`config.mk`:
```
export PLATFORM = sky130hd
export DESIGN_NAME = irn_front_flat
export DESIGN_NICKNAME = d
export VERILOG_FILES = /design/src/sv/irn_pkg.sv /design/src/sv/irn_if.sv /design/src/sv/irn_front.sv /design/src/flat_wrapper.sv
export SDC_FILE = /design/constraint.sdc
export NUM_CORES = 1
export LEC_CHECK = 0
export BUFFER_PORTS_ARGS = -buffer_cell sky130_fd_sc_hd__buf_2
export CORE_UTILIZATION = 39
export DETAILED_ROUTE_END_ITERATION = 12
export PLACE_DENSITY = 0.91
export SYNTH_ARGS = -nofsm -noshare
export SYNTH_HDL_FRONTEND = slang
export SYNTH_SLANG_ARGS = --single-unit
export TNS_END_PERCENT = 30
```
`constraint.sdc`:
```
create_clock -name vclk -period 2.05
set_input_delay 0.1025 -clock vclk [all_inputs]
set_output_delay 0.1025 -clock vclk [all_outputs]
set_load 0.02 [all_outputs]
```
`src/sv/irn_pkg.sv`:
```
`default_nettype none
// ----------------------------------------------------------------------------
// irn_pkg
// shared types, constants and helpers of the nearest-neighbour image rotator
// ----------------------------------------------------------------------------
package irn_pkg;

  localparam int DEF_MAX_WIDTH      = 256;
  localparam int DEF_MAX_HEIGHT     = 256;
  localparam int DEF_TRIG_FRAC_BITS = 14;

  localparam int POS_W    = 8;
  localparam int RGB_W    = 24;
  localparam int SIZE_W   = 9;
  localparam int TRIG_W   = 16;
  localparam int CFG_W    = 16;
  localparam int DELTA_W  = SIZE_W + 2;
  localparam int PROD_W   = DELTA_W + TRIG_W;
  localparam int QUEUE_DEPTH = 4;

  localparam logic [SIZE_W-1:0]        SIZE_RESET = 9'd256;
  localparam logic signed [TRIG_W-1:0] COS_RESET  = 16'sd16384;
  localparam logic signed [TRIG_W-1:0] SIN_RESET  = 16'sd0;

  typedef enum logic [1:0] {
    CFG_IMAGE_WIDTH  = 2'd0,
    CFG_IMAGE_HEIGHT = 2'd1,
    CFG_COS_ANGLE    = 2'd2,
    CFG_SIN_ANGLE    = 2'd3
  } irn_cfg_idx_t;

  typedef enum logic {
    REQ_LOAD  = 1'b0,
    REQ_QUERY = 1'b1
  } irn_req_t;

  typedef struct packed {
    logic [SIZE_W-1:0]        width;
    logic [SIZE_W-1:0]        height;
    logic signed [TRIG_W-1:0] cos_angle;
    logic signed [TRIG_W-1:0] sin_angle;
  } irn_cfg_t;

  typedef struct packed {
    irn_req_t                  kind;
    logic                      skip;
    logic [POS_W-1:0]          x;
    logic [POS_W-1:0]          y;
    logic signed [DELTA_W-1:0] dx2;
    logic signed [DELTA_W-1:0] dy2;
    logic [RGB_W-1:0]          rgb;
  } irn_item_t;

  function automatic logic [SIZE_W-1:0] irn_clamp(input logic [SIZE_W-1:0] v,
                                                  input int maxv);
    logic [SIZE_W-1:0] r;
    r = v;
    if (v == '0) begin
      r = SIZE_W'(1);
    end else if (int'(v) > maxv) begin
      r = SIZE_W'(maxv);
    end
    return r;
  endfunction

endpackage
`default_nettype wire

```
`src/sv/irn_if.sv`:
```
`default_nettype none
// ----------------------------------------------------------------------------
// irn_if
// valid/ready channels for request beats and result beats
// ----------------------------------------------------------------------------
interface irn_in_if;
  import irn_pkg::*;
  logic               valid;
  logic               ready;
  logic               req_type;
  logic [POS_W-1:0]   pos_x;
  logic [POS_W-1:0]   pos_y;
  logic [RGB_W-1:0]   pixel_rgb;

  modport source (output valid, req_type, pos_x, pos_y, pixel_rgb, input ready);
  modport sink   (input valid, req_type, pos_x, pos_y, pixel_rgb, output ready);
endinterface

`default_nettype wire

```
`src/sv/irn_front.sv`:
```
`default_nettype none
// ----------------------------------------------------------------------------
// irn_front
// takes request beats, classifies loads and queries and centres coordinates
// ----------------------------------------------------------------------------
module irn_front #(
  parameter int MAX_WIDTH  = irn_pkg::DEF_MAX_WIDTH,
  parameter int MAX_HEIGHT = irn_pkg::DEF_MAX_HEIGHT
) (
  irn_in_if.sink                      in_chan,
  input  wire irn_pkg::irn_cfg_t      cfg,
  input  wire logic                   queue_full,
  output logic                        push,
  output irn_pkg::irn_item_t          item
);
  import irn_pkg::*;

  logic load_in_store;
  logic query_outside;

  assign in_chan.ready = !queue_full;
  assign push          = in_chan.valid && !queue_full;

  always_comb begin
    load_in_store = (int'(in_chan.pos_x) < MAX_WIDTH) && (int'(in_chan.pos_y) < MAX_HEIGHT);
    query_outside = ({1'b0, in_chan.pos_x} >= cfg.width) ||
                    ({1'b0, in_chan.pos_y} >= cfg.height);
    item.kind = irn_req_t'(in_chan.req_type);
    item.skip = (item.kind == REQ_LOAD) ? !load_in_store : query_outside;
    item.x    = in_chan.pos_x;
    item.y    = in_chan.pos_y;
    item.dx2  = $signed({2'b00, in_chan.pos_x, 1'b0}) - $signed({2'b00, cfg.width});
    item.dy2  = $signed({2'b00, in_chan.pos_y, 1'b0}) - $signed({2'b00, cfg.height});
    item.rgb  = in_chan.pixel_rgb;
  end

endmodule
`default_nettype wire

```
`src/flat_wrapper.sv`:
```
// flat-port wrapper written by rule: the top's interface ports become plain ports
module irn_front_flat import irn_pkg::*;
#(
  parameter int MAX_WIDTH  = irn_pkg::DEF_MAX_WIDTH,
  parameter int MAX_HEIGHT = irn_pkg::DEF_MAX_HEIGHT
)
  (cfg, queue_full, push, item, in_chan_valid, in_chan_req_type, in_chan_pos_x, in_chan_pos_y, in_chan_pixel_rgb, in_chan_ready);
  irn_in_if in_chan_i ();
  input  wire irn_pkg::irn_cfg_t cfg;
  input  wire logic queue_full;
  output logic push;
  output irn_pkg::irn_item_t item;
  input wire logic [$bits(in_chan_i.valid)-1:0] in_chan_valid;
  input wire logic [$bits(in_chan_i.req_type)-1:0] in_chan_req_type;
  input wire logic [$bits(in_chan_i.pos_x)-1:0] in_chan_pos_x;
  input wire logic [$bits(in_chan_i.pos_y)-1:0] in_chan_pos_y;
  input wire logic [$bits(in_chan_i.pixel_rgb)-1:0] in_chan_pixel_rgb;
  output wire logic [$bits(in_chan_i.ready)-1:0] in_chan_ready;
  assign in_chan_i.valid = in_chan_valid;
  assign in_chan_i.req_type = in_chan_req_type;
  assign in_chan_i.pos_x = in_chan_pos_x;
  assign in_chan_i.pos_y = in_chan_pos_y;
  assign in_chan_i.pixel_rgb = in_chan_pixel_rgb;
  assign in_chan_ready = in_chan_i.ready;
  irn_front #(.MAX_WIDTH(MAX_WIDTH), .MAX_HEIGHT(MAX_HEIGHT)) u_core (.in_chan(in_chan_i), .cfg(cfg), .queue_full(queue_full), .push(push), .item(item));
endmodule
```
After elaboration in Yosys (flattened, before gate mapping)
Cells that the tools add are included.
{ "totals": {"wordCells": 8, "input_bits": 93, "out_inout_bits": 66, "reg_bits": 0} }
{ "classes": {"muxes": 1, "reduce_logical": 3, "magnitude_cmp": 2, "addsub": 2} }
{ "ops": {"columns": ["operator", "count"], "rows": [
  ["$sub 9x9->10", 2],
  ["$ge 8x9->1", 2],
  ["$logic_and 1x1->1", 1],
  ["$logic_not 1->1", 1],
  ["$logic_or 1x1->1", 1],
  ["$mux 1", 1]
]} }

Logic depth before layout (Yosys ltp)
{ "logic_depth": {"depth_word": 3, "ltp_mapped": 8, "ltp_nobuf": 7} }

Least setup slack after synthesis
No wires, ideal clock.
{ "synth_path": {"path_type": "in2out", "from": "in cfg[36] (netlist name)", "to": "out item[34] (netlist name)", "t_required_ps": 1947, "path_stages": 8, "n_path_buf": 1, "path_slack_ps": 289, "t_arrival_ps": 1658, "path_cell_list": "inv_1 > ha_1 > a21o_1 > nand3_1 > nand2_1 > a41o_1 > a31oi_1 > buf_4"} }
{ "synth_rtl": {"columns": ["item", "line_no", "source"], "rows": [
  ["from (decl)", "flat_wrapper.sv:9", "input wire irn_pkg::irn_cfg_t cfg;"],
  ["to (decl)", "flat_wrapper.sv:12", "output irn_pkg::irn_item_t item;"]
]} }

==> impl_metrics.csv <==
group,metric,value,unit
status,status,"complete, no violations",
die,die_w,61.9,microns
power,ir_worst_vdd,0.111,mV
job,maxCapViolCount,0,
die,placementRows,21,
synth,synth_area,1400,sq um
synth,synth_nets,312,
drt,vias_per_cell,4.75,
die,pin_count,159,
synth,yosysTopAreaCell,"ha_1",
synth,yosysUniqueCellTypes,30,
synth,syn_inst,185,
die,start_util,0.413,
layout,area.sequential,0,sq um
global_route,grt_first_pass_wirelength,3.90,mm
layout,nets,348,
min_path,hold_path.class,"input pin to output port",
placed_design,port_buffers,79,
setup_path,arrival,1.61,ns
layout,drive_gt1_frac,0.379,
layout,finalInstanceArea,1520,sq um
setup_path,cp.required,1.95,ns
synth,ys_warn_count,0,
placed_design,place_congestion,0.743,
power,p_per_area,359,nW/um^2
drt,vias,1258,
setup_path,worstSetupStartpointType,"input pin",
timing,min_period,1.71,ns
die,core-area,3390,sq um
global_route,grt_overflow,0,
placed_design,pre_cts_slack,0.321,ns
timing,max_freq,584,MHz
synth,yosysSeqAreaShare,0,
layout,clock_buffer_count,0,
setup_path,crit_fanout,3,
synth,ys_top_cells_by_area,"ha_1 (29%), buf_4 (24%), inv_1 (7.2%)",
synth,avgSynthCellArea,7.57,sq um
setup_path,worstSetupEndpointType,"output port",
drt,drcViolationCount,0,
timing,hold_viol,0,
layout,syn_to_final_growth,8.21,%
drt,firstDrtPassIters,4,
layout,layout_common_cells,"buf_2 (79), ha_1 (32), inv_1 (27), a21oi_1 (9)",
timing,finalSetupViolCount,0,
die,die_area,3840,sq um
placed_design,placement.cell_area,1520,sq um
die,die_y,61.9,microns
setup_path,worstSetupPathType,"input pin to output port",
timing,layout_setup_ws,0.339,ns
layout,design.seq.count,0,
global_route,grt_pass1_vias,1046,
clock_tree,cts.repair.resized,0,
clock_tree,cts_hold_buf,0,
power,p_leak,0.934,nW
drt,wl_per_cell,9.95,microns
drt,first_iter_violations,27,
clock_tree,post_cts_buffers,0,
timing,worst_pin_slew,0.261,ns
global_route,grt_max_degree,6,
timing,finalCritPeriodShare,0.835,
timing,relSlewSlack,0.824,
global_route,grtUsageTotal,0.127,
timing,rsz0062_at_grt,"no",
drt,drtAntennaViolNets,0,
timing,drv_slew,0,
global_route,antenna_found_initial,0,
synth,synth.top_cell.area_share,0.286,
placed_design,dp_hpwl,2.48,mm
layout,diodes,0,
timing,fin_tns_setup,0,ns
drt,drt_wl_total,2.64,mm
layout,final_common_cell,"buf_2",
==> per-layer routing <==
metal / vias up / track usage / wire, microns
met5: - / 0 / 0
met3: 10 / 0.0104 / 194
met1: 539 / 0.135 / 1080
met4: 0 / 0.0317 / 42
met2: 62 / 0.261 / 1320
li1: 647 / - / -
==> where the power goes <==
group          leakage [nW]  total, mW  switching (mW)  internal, mW
Sequential                0          0               0             0
Combinational         0.934      0.545           0.326         0.219
Clock                     0          0               0             0
==> worst max-delay path: stages <==
cell,delay (ns)
buf_2,0.10
inv_1,0.06
ha_1,0.26
nor2b_1,0.13
o21ai_1,0.11
nand2b_1,0.12
a41o_1,0.29
a31oi_1,0.23
buf_2,0.21
==> worst paths after layout <==
kind / cells past startpoint / endpoint / slack, ns / startpoint
setup / recovery: 9 / item[33] / 0.34 / cfg[33]
hold / removal: 0 / item[13] / 0.21 / in_chan_pixel_rgb[13]
==> final cells by class <==
type	count	area [sq um]
inverters	27	101
multi-input cells	113	962
repair buffers	79	395
well taps	46	57.6
fillers	334	1870
==> synth_stat cells, types with 4 or more instances <==
library cell  count
nor2_1            8
xnor2_1           8
inv_1            27
xor2_1            6
buf_4            45
nand2b_1          4
a21oi_1           9
nand2_1           6
ha_1             32
a21o_1            5
==> metrics by stage <==
stage / instances / hold slack [ns] / power, mW / utilization
floorplan: 185 / 0.282 / 0.469 / -
global placement: 265 / 0.205 / 0.536 / 0.447
detailed placement: 265 / 0.205 / 0.549 / 0.447
CTS: 265 / 0.205 / 0.551 / 0.447
global route: 265 / 0.205 / 0.612 / 0.447
finish: 265 / 0.205 / 0.545 / 0.447
==> cell families after synthesis <==
family / Yosys count / share of synthesized area
buffers and inverters: 72 / 0.313
AND/OR/NAND/NOR: 29 / 0.101
adder cells (fa/ha/maj): 34 / 0.314
XOR/XNOR: 14 / 0.0875
AO/OA/AOI/OAI: 36 / 0.184
(Power assumes the default switching activity.)
