<file path="src/sv/irn_pkg.sv">
`default_nettype none
// ----------------------------------------------------------------------------
// irn_pkg
// shared types, constants and helpers of the nearest-neighbour image rotator
// ----------------------------------------------------------------------------
package irn_pkg;

  localparam int DEF_MAX_WIDTH      = 256;
  localparam int DEF_MAX_HEIGHT     = 256;
  localparam int DEF_TRIG_FRAC_BITS = 14;

  localparam int POS_W    = 8;
  localparam int RGB_W    = 24;
  localparam int SIZE_W   = 9;
  localparam int TRIG_W   = 16;
  localparam int CFG_W    = 16;
  localparam int DELTA_W  = SIZE_W + 2;
  localparam int PROD_W   = DELTA_W + TRIG_W;
  localparam int QUEUE_DEPTH = 4;

  localparam logic [SIZE_W-1:0]        SIZE_RESET = 9'd256;
  localparam logic signed [TRIG_W-1:0] COS_RESET  = 16'sd16384;
  localparam logic signed [TRIG_W-1:0] SIN_RESET  = 16'sd0;

  typedef enum logic [1:0] {
    CFG_IMAGE_WIDTH  = 2'd0,
    CFG_IMAGE_HEIGHT = 2'd1,
    CFG_COS_ANGLE    = 2'd2,
    CFG_SIN_ANGLE    = 2'd3
  } irn_cfg_idx_t;

  typedef enum logic {
    REQ_LOAD  = 1'b0,
    REQ_QUERY = 1'b1
  } irn_req_t;

  typedef struct packed {
    logic [SIZE_W-1:0]        width;
    logic [SIZE_W-1:0]        height;
    logic signed [TRIG_W-1:0] cos_angle;
    logic signed [TRIG_W-1:0] sin_angle;
  } irn_cfg_t;

  typedef struct packed {
    irn_req_t                  kind;
    logic                      skip;
    logic [POS_W-1:0]          x;
    logic [POS_W-1:0]          y;
    logic signed [DELTA_W-1:0] dx2;
    logic signed [DELTA_W-1:0] dy2;
    logic [RGB_W-1:0]          rgb;
  } irn_item_t;

  function automatic logic [SIZE_W-1:0] irn_clamp(input logic [SIZE_W-1:0] v,
                                                  input int maxv);
    logic [SIZE_W-1:0] r;
    r = v;
    if (v == '0) begin
      r = SIZE_W'(1);
    end else if (int'(v) > maxv) begin
      r = SIZE_W'(maxv);
    end
    return r;
  endfunction

endpackage
`default_nettype wire

</file>
<file path="src/sv/irn_queue.sv">
`default_nettype none
// ----------------------------------------------------------------------------
// irn_queue
// short fifo between front and back
// ----------------------------------------------------------------------------
module irn_queue (
  input  wire logic               clk,
  input  wire logic               rst_n,
  input  wire logic               push,
  input  wire irn_pkg::irn_item_t push_item,
  output logic                    full,
  input  wire logic               pop,
  output logic                    empty,
  output irn_pkg::irn_item_t      head
);
  import irn_pkg::*;

  localparam int PTR_W = $clog2(QUEUE_DEPTH);

  irn_item_t          store_r [QUEUE_DEPTH];
  logic [PTR_W-1:0]   wr_ptr_r;
  logic [PTR_W-1:0]   rd_ptr_r;
  logic [PTR_W:0]     count_r;
  logic [PTR_W:0]     count_nxt;

  assign full  = (count_r == (PTR_W + 1)'(QUEUE_DEPTH));
  assign empty = (count_r == '0);
  assign head  = store_r[rd_ptr_r];

  always_comb begin
    count_nxt = count_r;
    if (push && !(pop && !empty)) begin
      count_nxt = count_r + 1'b1;
    end else if (!push && pop && !empty) begin
      count_nxt = count_r - 1'b1;
    end
  end

  always_ff @(posedge clk) begin
    if (!rst_n) begin
      wr_ptr_r <= '0;
      rd_ptr_r <= '0;
      count_r  <= '0;
    end else begin
      count_r <= count_nxt;
      if (push) begin
        wr_ptr_r <= wr_ptr_r + 1'b1;
      end
      if (pop && !empty) begin
        rd_ptr_r <= rd_ptr_r + 1'b1;
      end
    end
  end

  always_ff @(posedge clk) begin
    if (push) begin
      store_r[wr_ptr_r] <= push_item;
    end
  end

endmodule
`default_nettype wire

</file>
<file path="config.mk">
export PLATFORM = sky130hd
export DESIGN_NAME = irn_queue
export DESIGN_NICKNAME = d
export VERILOG_FILES = /design/src/sv/irn_pkg.sv /design/src/sv/irn_queue.sv
export SDC_FILE = /design/constraint.sdc
export NUM_CORES = 1
export LEC_CHECK = 0
export BUFFER_PORTS_ARGS = -buffer_cell sky130_fd_sc_hd__buf_2
export CORE_MARGIN = 2
export CORE_UTILIZATION = 40
export CTS_BUF_LIST = sky130_fd_sc_hd__clkbuf_8
export CTS_CLUSTER_DIAMETER = 60
export CTS_CLUSTER_SIZE = 30
export DETAILED_ROUTE_END_ITERATION = 8
export SLEW_MARGIN = 20
export SYNTH_ARGS = -nofsm -noshare
export SYNTH_HDL_FRONTEND = slang
export SYNTH_SLANG_ARGS = --single-unit
</file>
<file path="constraint.sdc">
create_clock -name clk -period 4.2 [get_ports clk]
set_input_delay 0 -clock clk [delete_from_list [all_inputs] [get_ports clk]]
set_output_delay 0 -clock clk [all_outputs]
set_load 0.05 [all_outputs]
</file>
Word-level counts from Yosys, hierarchy flattened
Memories as Yosys holds them, arrays and structs flattened. A register that Yosys moved wholly into a read port is not among the register bits.
Index checks and enable logic that the tools add are counted.
Storage, ports and cells
  register bits: 7
  memory bits (writable): 256
  input bits: 68
  output and inout port bits: 66
  logic and storage cells: 24
  memories kept: 1
Cells by class
  add/subtract/negate cells: 4
  eq/ne operators: 1
  multiplexer cells: 6
  reductions and logical operators: 9
Memory list
  store_r: words 4, bits a word 64, rd ports 1, clocked after memory_dff 1, write ports 1, line irn_queue.sv:20  | irn_item_t store_r [QUEUE_DEPTH];
Operators with widths (count)
  3-bit two-way mux: 2
  2-bit by 1-bit adder with 2-bit output (second input constant): 2
  1-bit logical AND: 4
  2-bit two-way mux: 2
  3-bit by 1-bit adder with 3-bit output (second input constant): 1
  3-bit equality test (second input constant): 1
  1-bit zero test: 3
  3-bit zero test: 1
  3-bit by 1-bit subtractor with 3-bit output (second input constant): 1
  1-bit two-way mux: 2
  2-bit nonzero test: 1

Depth between registers and ports, before layout
Gate-level depths: netlist of the first run.
  depth in word-level cells: 6
  gate-level depth with buffers: 6
  gate-level depth less buffers: 6

Least setup slack after synthesis of the first run
Ideal clock, no wire load.
  path type: reg2reg
  start point: register wr_ptr_r[0]
  end point: memory store_r[0][0] in the netlist's numbering, enable pin
  library setup time: 0.429 ns
  arrival time: 2.046 ns
  required time: 3.771 ns
  path slack: 1.725 ns
  stages on the path, launching flop included: 4
  path buffers: 0
  period minus slack after synthesis: 2.475 ns
  path through: dfxtp_1 -> inv_1 -> ha_1 -> and2_1
RTL lines
  start: declaration: line irn_queue.sv:21  | logic [PTR_W-1:0] wr_ptr_r;
  start signal: assignment: line irn_queue.sv:47  | wr_ptr_r <= wr_ptr_r + 1'b1;
  end: declaration: line irn_queue.sv:20
Straight into the memory's write port.

Worst setup path in the final report of the first run
  start point: register count_r[1]
  end point: register count_r[1]
Between the ends
  cells in the longest elaborated chain, start to end: 6
  elaborated cells between the ends (all ways): 11
  those cells by class: 2 x add/sub; 2 x mux; 7 x reduce/logical
RTL lines
  start: declaration: line irn_queue.sv:23  | logic [PTR_W:0] count_r;
  start signal: assignment: line irn_queue.sv:45  | count_r <= count_nxt;
  parallel branches: the longest is 5 deep, another holds 3-bit by 1-bit subtractor with 3-bit output
  3-bit two-way mux *: line irn_queue.sv:32  | if (push && !(pop && !empty)) begin
  via count_nxt[1]: line irn_queue.sv:24  | logic [PTR_W:0] count_nxt;
Mark *: on every way through the listed nets, which the timed path passes. The select of a mux whose other input is x is not followed.
A chain may end at the register's enable or synchronous reset.

==> results of run 1 <==
==> metal layers <==
| metal | part of all wire | GRT usage |
|---|---|---|
| met5 | 0 | 0 |
| met2 | 0.50 | 0.238 |
| met4 | 0.011 | 0.0299 |
| met3 | 0.051 | 0.0262 |
| met1 | 0.43 | 0.186 |
==> worst min-delay path by stage <==
stage | start | to
CTS | push_item[59] | store_r[1][59]
global route | push_item[7] | store_r[2][7]
finish | push_item[3] | store_r[1][3]
global placement | push_item[0] | store_r[3][0]
floorplan | push_item[0] | store_r[0][0]
detailed placement | push_item[26] | store_r[0][26]
==> placed cells by master, fill, tap and decap left out, types with 2 or more instances in the layout <==
master | Yosys | layout
clkbuf_8 | 0 | 19
nor3b_1 | 3 | 3
buf_2 | 6 | 133
xnor2_1 | 3 | 3
ha_1 | 4 | 4
inv_1 | 2 | 3
dfxtp_4 | 0 | 2
edfxtp_1 | 256 | 256
clkinv_4 | 0 | 2
and2_1 | 9 | 5
mux4_2 | 64 | 64
dlygate4sd3_1 | 0 | 68
xor2_1 | 2 | 2
inv_6 | 0 | 3
and2_4 | 0 | 4
inv_12 | 0 | 5
clkinv_8 | 0 | 2
nor2b_1 | 3 | 3
dfxtp_1 | 9 | 7
==> sequential cells by signal, summed over array words and instances, names as in the netlist, named ones only <==
register  count
count_r       3
rd_ptr_r      2
wr_ptr_r      2
store_r     256
==> power groups by stage <==
| stage | combinational (µW) | sequential (µW) | clock (µW) |
|---|---|---|---|
| floorplan | 1770 | 3160 | 0 |
| global placement | 2000 | 3310 | 0 |
| detailed placement | 2030 | 3330 | 0 |
| CTS | 2090 | 3260 | 1510 |
| global route | 2160 | 3290 | 1600 |
| finish | 2060 | 3250 | 1450 |
==> synth_stat cells, drive strengths merged <==
cell | instances | area, µm²
mux2i | 1 | 10.0
buf | 14 | 116
o31ai | 1 | 21.3
xor2 | 2 | 17.5
ha | 4 | 50.1
edfxtp | 256 | 7690
o21ai | 2 | 10.0
nand2 | 1 | 3.75
o311a | 1 | 10.0
xnor2 | 3 | 26.3
a21oi | 1 | 5.00
and3 | 1 | 6.26
nor3b | 3 | 22.5
fa | 1 | 20.0
nor2 | 1 | 3.75
o31a | 1 | 8.76
a32o | 1 | 10.0
and2 | 9 | 56.3
nor3 | 1 | 5.00
o311ai | 1 | 8.76
and3b | 1 | 8.76
inv | 2 | 7.51
dfxtp | 9 | 180
nor2b | 3 | 18.8
clkbuf | 1 | 5.00
mux4 | 64 | 1440
==> stage by stage <==
stage | area, µm² | hold WS [ns]
2_1_floorplan | 9760 | 0.0989
5_1_grt | 11900 | 0.159
6_report | 11900 | 0.197
3_5_place_dp | 10700 | 0.219
3_3_place_gp | 10700 | 0.209
4_1_cts | 11900 | 0.149
==> cell type report <==
class                           count  share of cell area
Clock buffer                       19              0.0220
Multi-Input combinational cell    103               0.150
Sequential cell                   265               0.664
Timing Repair Buffer              202               0.115
Inverter                            2            0.000633
Clock inverter                     14              0.0146
Tap cell                          324              0.0342
==> logic make-up (layout without fill, tap and decap cells) <==
kind of cell	count (synthesis)	in the layout
AOI/OAI and AO/OA	8	8
and+or+nand+nor	20	20
buffers and inverters	17	237
adders and majority gates	5	5
xor gates and xnor gates	5	5
muxes	65	65
DFF	265	265
==> impl_metrics.toml, run 1 <==
[yosys]
avgSynthCellArea_um2 = 25.4
synth-compound-area-share = 0.00756
synth_top_family_by_area = "multiplexers"
synth_nets = 458
ys_seq_area_frac = 0.806
synthesis.area_mm2 = 0.00976
yosys_register_bits = 265
synth_fa_ha_area_frac = 0.00718
synth-xor-area-share = 0.00449
muxShareOfSynthArea = 0.149
synthCells = 385
yosysWarnings = 0
synth-simple-area-share = 0.0128
synth_cell_type_count = 29

[critical_path]
end_kind = "register"
crit_fanout = 7
cp.depth = 6
crit_end = "count_r[1]"
cp_cell_sequence = "o31ai_4 -> nand2_1 -> fa_1 -> a32o_1 -> o31a_1 -> dlygate4sd3_1"
path_buf_inv = 1
setup.worst_path.class = "reg2reg"
critPathSlowestCell = "dlygate4sd3_1"
r2r_slack_ns = 1.63
rr_worst_depth = 6
critPathLaunchType = "register"
cp_top_family = "compound AO/OA/AOI/OAI gates"
crit_path_start = "count_r[1]"
cp.arrival_ns = 3.02
r2r_start = "count_r[1]"
critPathRequiredTime_ns = 4.65
rr_endpoint = "count_r[1]"
cpPeakStageDelay_ns = 0.55

[drt]
via_count = 4569
routedWlPerCell_um = 19.1
routed_via_density = 4.92
finalWirelength_mm = 17.7
drtIter0Drc = 319
dr.pass1.iters = 4
ant_nets = 0
drc = 0

[sta]
period_needed_ns = 2.57
fmax_mhz = 389
fin_ws_ns = 1.63
period_share = 0.612
relSlewSlack = 0.300
final_max_slew_viol_count = 0
setup-tns-final_ns = 0
skew_ns = 0.0254
rsz0062_at_grt = "false"
worst_pin_slew_ns = 1.05
final-hold-violation-count = 0
setup_viol = 0

[status]
status = "complete, no violations"

[finish]
area_growth_syn_to_layout_pct = 21.5
post-route-util = 0.492
multi_input_area_mm2 = 0.00177
antenna_cells_inserted = 0
fillers = 2046
fin_nets = 666
drive_above_1_share = 0.392
final_cells = 929
regArea_mm2 = 0.00788

[floorplan]
fp.dieW_um = 160
core_mm2 = 0.0241
io_pins = 134
die_h_um = 160
dieArea_mm2 = 0.0257
start_util = 0.405
rows = 57

[pwr]
p_leak_uw = 0.00395
seqPwrFrac = 0.481
power_switching_uw = 2450
sw_frac_of_total = 0.363
comb_power_share = 0.305
p_per_area_mw_per_mm2 = 569
ir_drop_mv = 0.399
intPower_uw = 4300
p_total_uw = 6750
pwr-share-clk = 0.214

[placement]
port-buffer-count = 133
placed_cells = 828
place.gp.congestion = 0.699
place_ws_ns = 2.16
dpl.hpwl_mm = 9.61

[worst_hold_path]
worstHoldPathType = "in2reg"
hold_depth = 2

[global_route]
grt_overflow = 0
antenna_found_initial = 0
grt_pass1_vias = 4934
grt_pass1_wl_mm = 27.6
grt_max_degree = 65
grt_use_total = 0.139

[clocking]
cts_buffers = 19
htree_levels = 1
clockBufferDepth = 3
cts_hold_buf = 68
ctsResizeCount = 0
tritoncts = "done"
post_cts_buffers = 0
path_clk_slew_ns = 0.14
clock_sinks = 265
clock_latency_ns = 0.55
clock-root-buffer = "clkbuf_8"

[run]
max_cap_violations = 0
Power figures use the tool's default switching activity.
==> run 2, diff against run 1 <==
ABC_AREA = 1   (was unset)
clock period = 2.65 ns   (was 4.2 ns; I/O delays follow)
==> run 2 against run 1 <==
  * Critical path depth shrank 1
  * Clock skew fell by 0.0064 ns
  * Wire length up 19%
  * Die area is 2.1% higher
  * Clock power increased by 69%
  * Via count rose by 36%
  * Critical path type is now reg2out
  * Largest power group unchanged
==> impl_metrics.toml, run 2 <==
[floorplan]
io_pins = 134
dieArea_mm2 = 0.0262
die_h_um = 162
core_mm2 = 0.0244
rows = 57
start_util = 0.409
fp.dieW_um = 162

[yosys]
synthesis.area_mm2 = 0.00997
yosysWarnings = 0
synthCells = 685
synth_common_cells = "edfxtp_1, nor2_1, o21ai_0"
synth_nets = 758
ys_seq_area_frac = 0.789
synth_cell_type_count = 21
yosysTopAreaCellShare = 0.771
synth_most_common_cell = "edfxtp_1"
synth_area_leaders = "edfxtp_1, nor2_1, o22ai_1"
synth_top_area_cell = "edfxtp_1"
yosys_register_bits = 265
synth_edf_count = 256
async_flop_share = 0
avgSynthCellArea_um2 = 14.6
synthFlopType = "edfxtp_1"

[finish]
largest_register = "store_r"
final_area_mm2 = 0.0121
mostFrequentLayoutCells = "edfxtp_1, nor2_1, buf_2"
area_growth_syn_to_layout_pct = 21.8
fin_nets = 957
layout_commonest_cell = "edfxtp_1"
fillers = 2139
drive_above_1_share = 0.214
antenna_cells_inserted = 0
final_cells = 1223
largest_reg_flops = 256
reg_top3 = "store_r x256, count_r x3"

[pwr]
power_switching_uw = 3280
seqPwrFrac = 0.512
p_per_area_mw_per_mm2 = 784
p_total_uw = 9510
p_leak_uw = 0.00428
intPower_uw = 6230
pwr-share-clk = 0.258
ir_drop_mv = 0.630
comb_power_share = 0.230
sw_frac_of_total = 0.345

[sta]
setup-tns-final_ns = 0
period_share = 0.896
setup_viol = 0
worst_pin_slew_ns = 0.562
period_needed_ns = 2.37
final_max_slew_viol_count = 0
relSlewSlack = 0.625
hold_ws_ns = 0.186
rsz0062_at_grt = "false"
fmax_mhz = 421
skew_ns = 0.0190
final-hold-violation-count = 0

[global_route]
grt_overflow = 0
grt_max_degree = 98
grt_pass1_vias = 6139
grt_pass1_wl_mm = 32.8
antenna_found_initial = 0
grt_use_total = 0.159

[critical_path]
rr_worst_depth = 9
rr_endpoint = "count_r[1]"
r2r_start = "count_r[1]"
cp.arrival_ns = 2.37
end_kind = "output pin"
setup.worst_path.class = "reg2out"
r2r_slack_ns = 0.42
critPathLaunchType = "register"
crit_fanout = 43
critPathRequiredTime_ns = 2.65

[clocking]
tritoncts = "done"
clockBufferDepth = 3
path_clk_slew_ns = 0.14
clock-root-buffer = "clkbuf_8"
clock_sinks = 265
cts_buffers = 21
clock_latency_ns = 0.56
ctsResizeCount = 0
htree_levels = 1

[run]
max_cap_violations = 0

[drt]
finalWirelength_mm = 21.2
dr.pass1.iters = 5
via_count = 6191
drc = 0
routedWlPerCell_um = 17.3
ant_nets = 0
drtIter0Drc = 551
routed_via_density = 5.06

[worst_hold_path]
worstHoldPathType = "in2reg"
hold_end = "store_r[3][51]"
hold_depth = 2
worstHoldStart = "push_item[51]"

[status]
status = "complete, no violations"

[placement]
placed_cell_area_mm2 = 0.0109
place.gp.congestion = 0.708
port-buffer-count = 133
placed_cells = 1115
dpl.hpwl_mm = 11.6
==> run 2: worst max-delay path by stage <==
stage           startpoint            end  slack [ns]  depth (start not counted)
2_1_floorplan  wr_ptr_r[0]  store_r[2][0]        0.38                          4
3_3_place_gp      register       head[13]        0.87                          5
3_5_place_dp      register       head[31]        0.85                          5
4_1_cts           register       head[31]        0.22                          5
5_1_grt           register       head[31]        0.07                          5
6_report          register       head[31]        0.28                          5
==> run 2: power groups by stage <==
stage | combinational [µW] | clock [µW] | sequential [µW]
2_1_floorplan | 1640 | 0 | 4930
3_3_place_gp | 2100 | 0 | 4970
3_5_place_dp | 2110 | 0 | 4970
4_1_cts | 2210 | 2540 | 4880
5_1_grt | 2350 | 2670 | 4900
6_report | 2190 | 2450 | 4870
==> run 2: what timing repair did <==
action / in CTS / in global routing
endpoints found under the hold margin: 265 / 0
setup buffers: 0 / 0
hold buffers: 70 / 0
==> run 2: logic make-up (layout without fill, tap and decap cells) <==
| logic type | Yosys count | after routing | share of synthesized area |
|---|---|---|---|
| compound gates | 201 | 201 | 0.109 |
| fa+ha+maj | 5 | 5 | 0.00703 |
| buf+inv | 58 | 272 | 0.0346 |
| flops | 265 | 265 | 0.789 |
| simple gates | 156 | 156 | 0.0601 |
==> run 2: stage by stage <==
stage	setup slack (ns)	util
floorplan	0.378	-
global placement	0.872	0.448
detailed placement	0.853	0.448
CTS	0.220	0.498
global route	0.0703	0.498
finish	0.277	0.498
==> run 2: metal layers <==
metal | vias to the layer above | share of wire | GRT usage | wire, µm
li1 | 2959 | - | - | -
met1 | 3002 | 0.45 | 0.207 | 9460
met2 | 195 | 0.48 | 0.276 | 10100
met3 | 35 | 0.049 | 0.0255 | 1040
met4 | 0 | 0.025 | 0.0463 | 528
met5 | - | 0 | 0 | 0
==> run 2: final cells by class <==
class	count	area, µm²	share of cell area
clock buffers	21	289	0.0238
clock inverters	17	210	0.0173
inverters	16	62.6	0.00515
multi-input cells	362	1760	0.145
flip-flops and latches	265	7870	0.649
well taps	324	405	0.0334
repair buffers	218	1540	0.127
==> run 2: critical path, stage by stage, from the launching register on <==
cell     delay [ns]
dfxtp_4        0.49
inv_4          0.39
buf_12         0.28
nor2_1         0.06
o22ai_1        0.25
buf_2          0.32
==> run 3, diff against run 2 <==
CORE_UTILIZATION = 39   (was 40)
GPL_ROUTABILITY_DRIVEN = 0   (was unset)
GPL_TIMING_DRIVEN = 0   (was unset)
==> run 3 against run 2 <==
  * Worst hold slack got worse by 0.0083 ns
  * Utilization shrank 0.33 points
  * Non-clock buffer count is 30 higher
  * Final cell count is 3.1% higher
  * Critical endpoint is now head[60]
  * Clock-buffer cell count stayed put
  * Sequential power decreased by 0.8%
  * Wire length grew 4.6%
  * First-iteration DRC count down 20%
  * Combinational power is 8% higher
  * Clock skew is 0.0057 ns higher
  * Fmax increased by 2.1%
  * Critical path type unchanged
  * Via count up 1.1%
==> impl_metrics.toml, run 3 (same netlist as run 2, synthesis figures left out) <==
[run]
max_cap_violations = 0

[critical_path]
cp.arrival_ns = 2.33
setup.worst_path.class = "reg2out"
end_kind = "output pin"
crit_fanout = 10
critPathLaunchType = "register"
critPathRequiredTime_ns = 2.65

[placement]
placed_cells = 1151
port-buffer-count = 132
place_ws_ns = 0.918
placed_cell_area_mm2 = 0.0112
dpl.hpwl_mm = 13.1

[global_route]
grt_overflow = 0
grt_pass1_wl_mm = 33.3
grt_use_total = 0.163
grt_max_degree = 39
antenna_found_initial = 1
grt_pass1_vias = 6186

[finish]
final_cells = 1261
reg_top3 = "store_r x256, count_r x3"
fin_nets = 987
drive_above_1_share = 0.217
post-route-util = 0.494
mostFrequentLayoutCells = "edfxtp_1, nor2_1, buf_2"
layout_commonest_cell = "edfxtp_1"
largest_reg_flops = 256
final_area_mm2 = 0.0124
largest_register = "store_r"
area_growth_syn_to_layout_pct = 24.5

[floorplan]
rows = 58
core_mm2 = 0.0251
fp.dieW_um = 164
start_util = 0.397
dieArea_mm2 = 0.0269
io_pins = 134
die_h_um = 164

[pwr]
ir_drop_mv = 0.471
intPower_uw = 6480
p_per_area_mw_per_mm2 = 792
pwr-share-clk = 0.267
seqPwrFrac = 0.491
sw_frac_of_total = 0.341
comb_power_share = 0.241
p_leak_uw = 0.00439
power_switching_uw = 3350

[drt]
routed_via_density = 4.96
finalWirelength_mm = 22.1
routedWlPerCell_um = 17.6
via_count = 6257
drc = 0
drtIter0Drc = 442
dr.pass1.iters = 5
ant_nets = 0

[clocking]
clock-root-buffer = "clkbuf_8"
path_clk_slew_ns = 0.14
clock_latency_ns = 0.55
clock_sinks = 265
cts_buffers = 21
clockBufferDepth = 3
ctsResizeCount = 0
htree_levels = 1
tritoncts = "done"

[sta]
relSlewSlack = 0.585
worst_pin_slew_ns = 0.622
period_needed_ns = 2.33
final_max_slew_viol_count = 0
fmax_mhz = 430
final-hold-violation-count = 0
setup_viol = 0
period_share = 0.877
rsz0062_at_grt = "false"
skew_ns = 0.0247
fin_ws_ns = 0.325

[status]
status = "complete, no violations"

[worst_hold_path]
worstHoldPathType = "in2reg"
==> run 3: changes by cell type in the layout (fill, tap and decap cells not counted), sizes merged <==
cell      delta
clkbuf      +22
buf          +8
inv          -6
clkinv       +3
bufinv       +2
diode        +2
clkinvlp     +1
==> run 3: metal layers <==
layer	vias to the layer above	track usage	share of wire
met4	0	0.0427	0.016
li1	3020	-	-
met2	162	0.279	0.49
met5	-	0	0
met1	3046	0.218	0.44
met3	29	0.0265	0.053
==> run 3: final cells by class <==
type	count	area (µm²)
Antenna cell	2	5.00
Buffer	42	285
Clock buffer	21	289
Clock inverter	17	263
Fill cell	2227	12700
Inverter	16	70.1
Multi-Input combinational cell	362	1760
Sequential cell	265	7870
Tap cell	330	413
Timing Repair Buffer	206	1460
==> run 3: worst max-delay path, stage by stage (launching register included) <==
cell and delay (ns):
dfxtp_1 0.37, buf_6 0.18, clkbuf_1 0.50, nor2_1 0.13
o22ai_1 0.27, buf_2 0.33
==> run 3: timing repair <==
item                                   in CTS  in global routing
hold buffers                               70                  0
setup buffers                               0                  0
endpoints found under the hold margin     265                  0
==> run 3: metrics by stage <==
step | power (µW) | hold WS, ns | setup TNS [ns]
final | 9830 | 0.177 | 0
after detailed placement | 7230 | 0.215 | 0
after global routing | 10200 | 0.152 | 0
after global placement | 7210 | 0.215 | -166.54
after floorplan | 6560 | 0.0989 | 0
after CTS | 9920 | 0.151 | 0
==> run 3: worst paths after layout <==
path | from | slack [ns] | to | depth (start not counted)
max | register | 0.32 | head[60] | 5
min | push_item[18] | 0.18 | store_r[1][18] | 2
max reg2reg | count_r[1] | 0.35 | count_r[2] | 9
min reg2reg | rd_ptr_r[1] | 0.48 | rd_ptr_r[1] | 2
==> run 3: power groups by stage <==
stage / Combinational (µW) / Clock, µW / Sequential (µW)
finish: 2370 / 2630 / 4830
global route: 2540 / 2840 / 4850
CTS: 2400 / 2690 / 4830
detailed placement: 2300 / 0 / 4930
global placement: 2270 / 0 / 4940
floorplan: 1640 / 0 / 4930
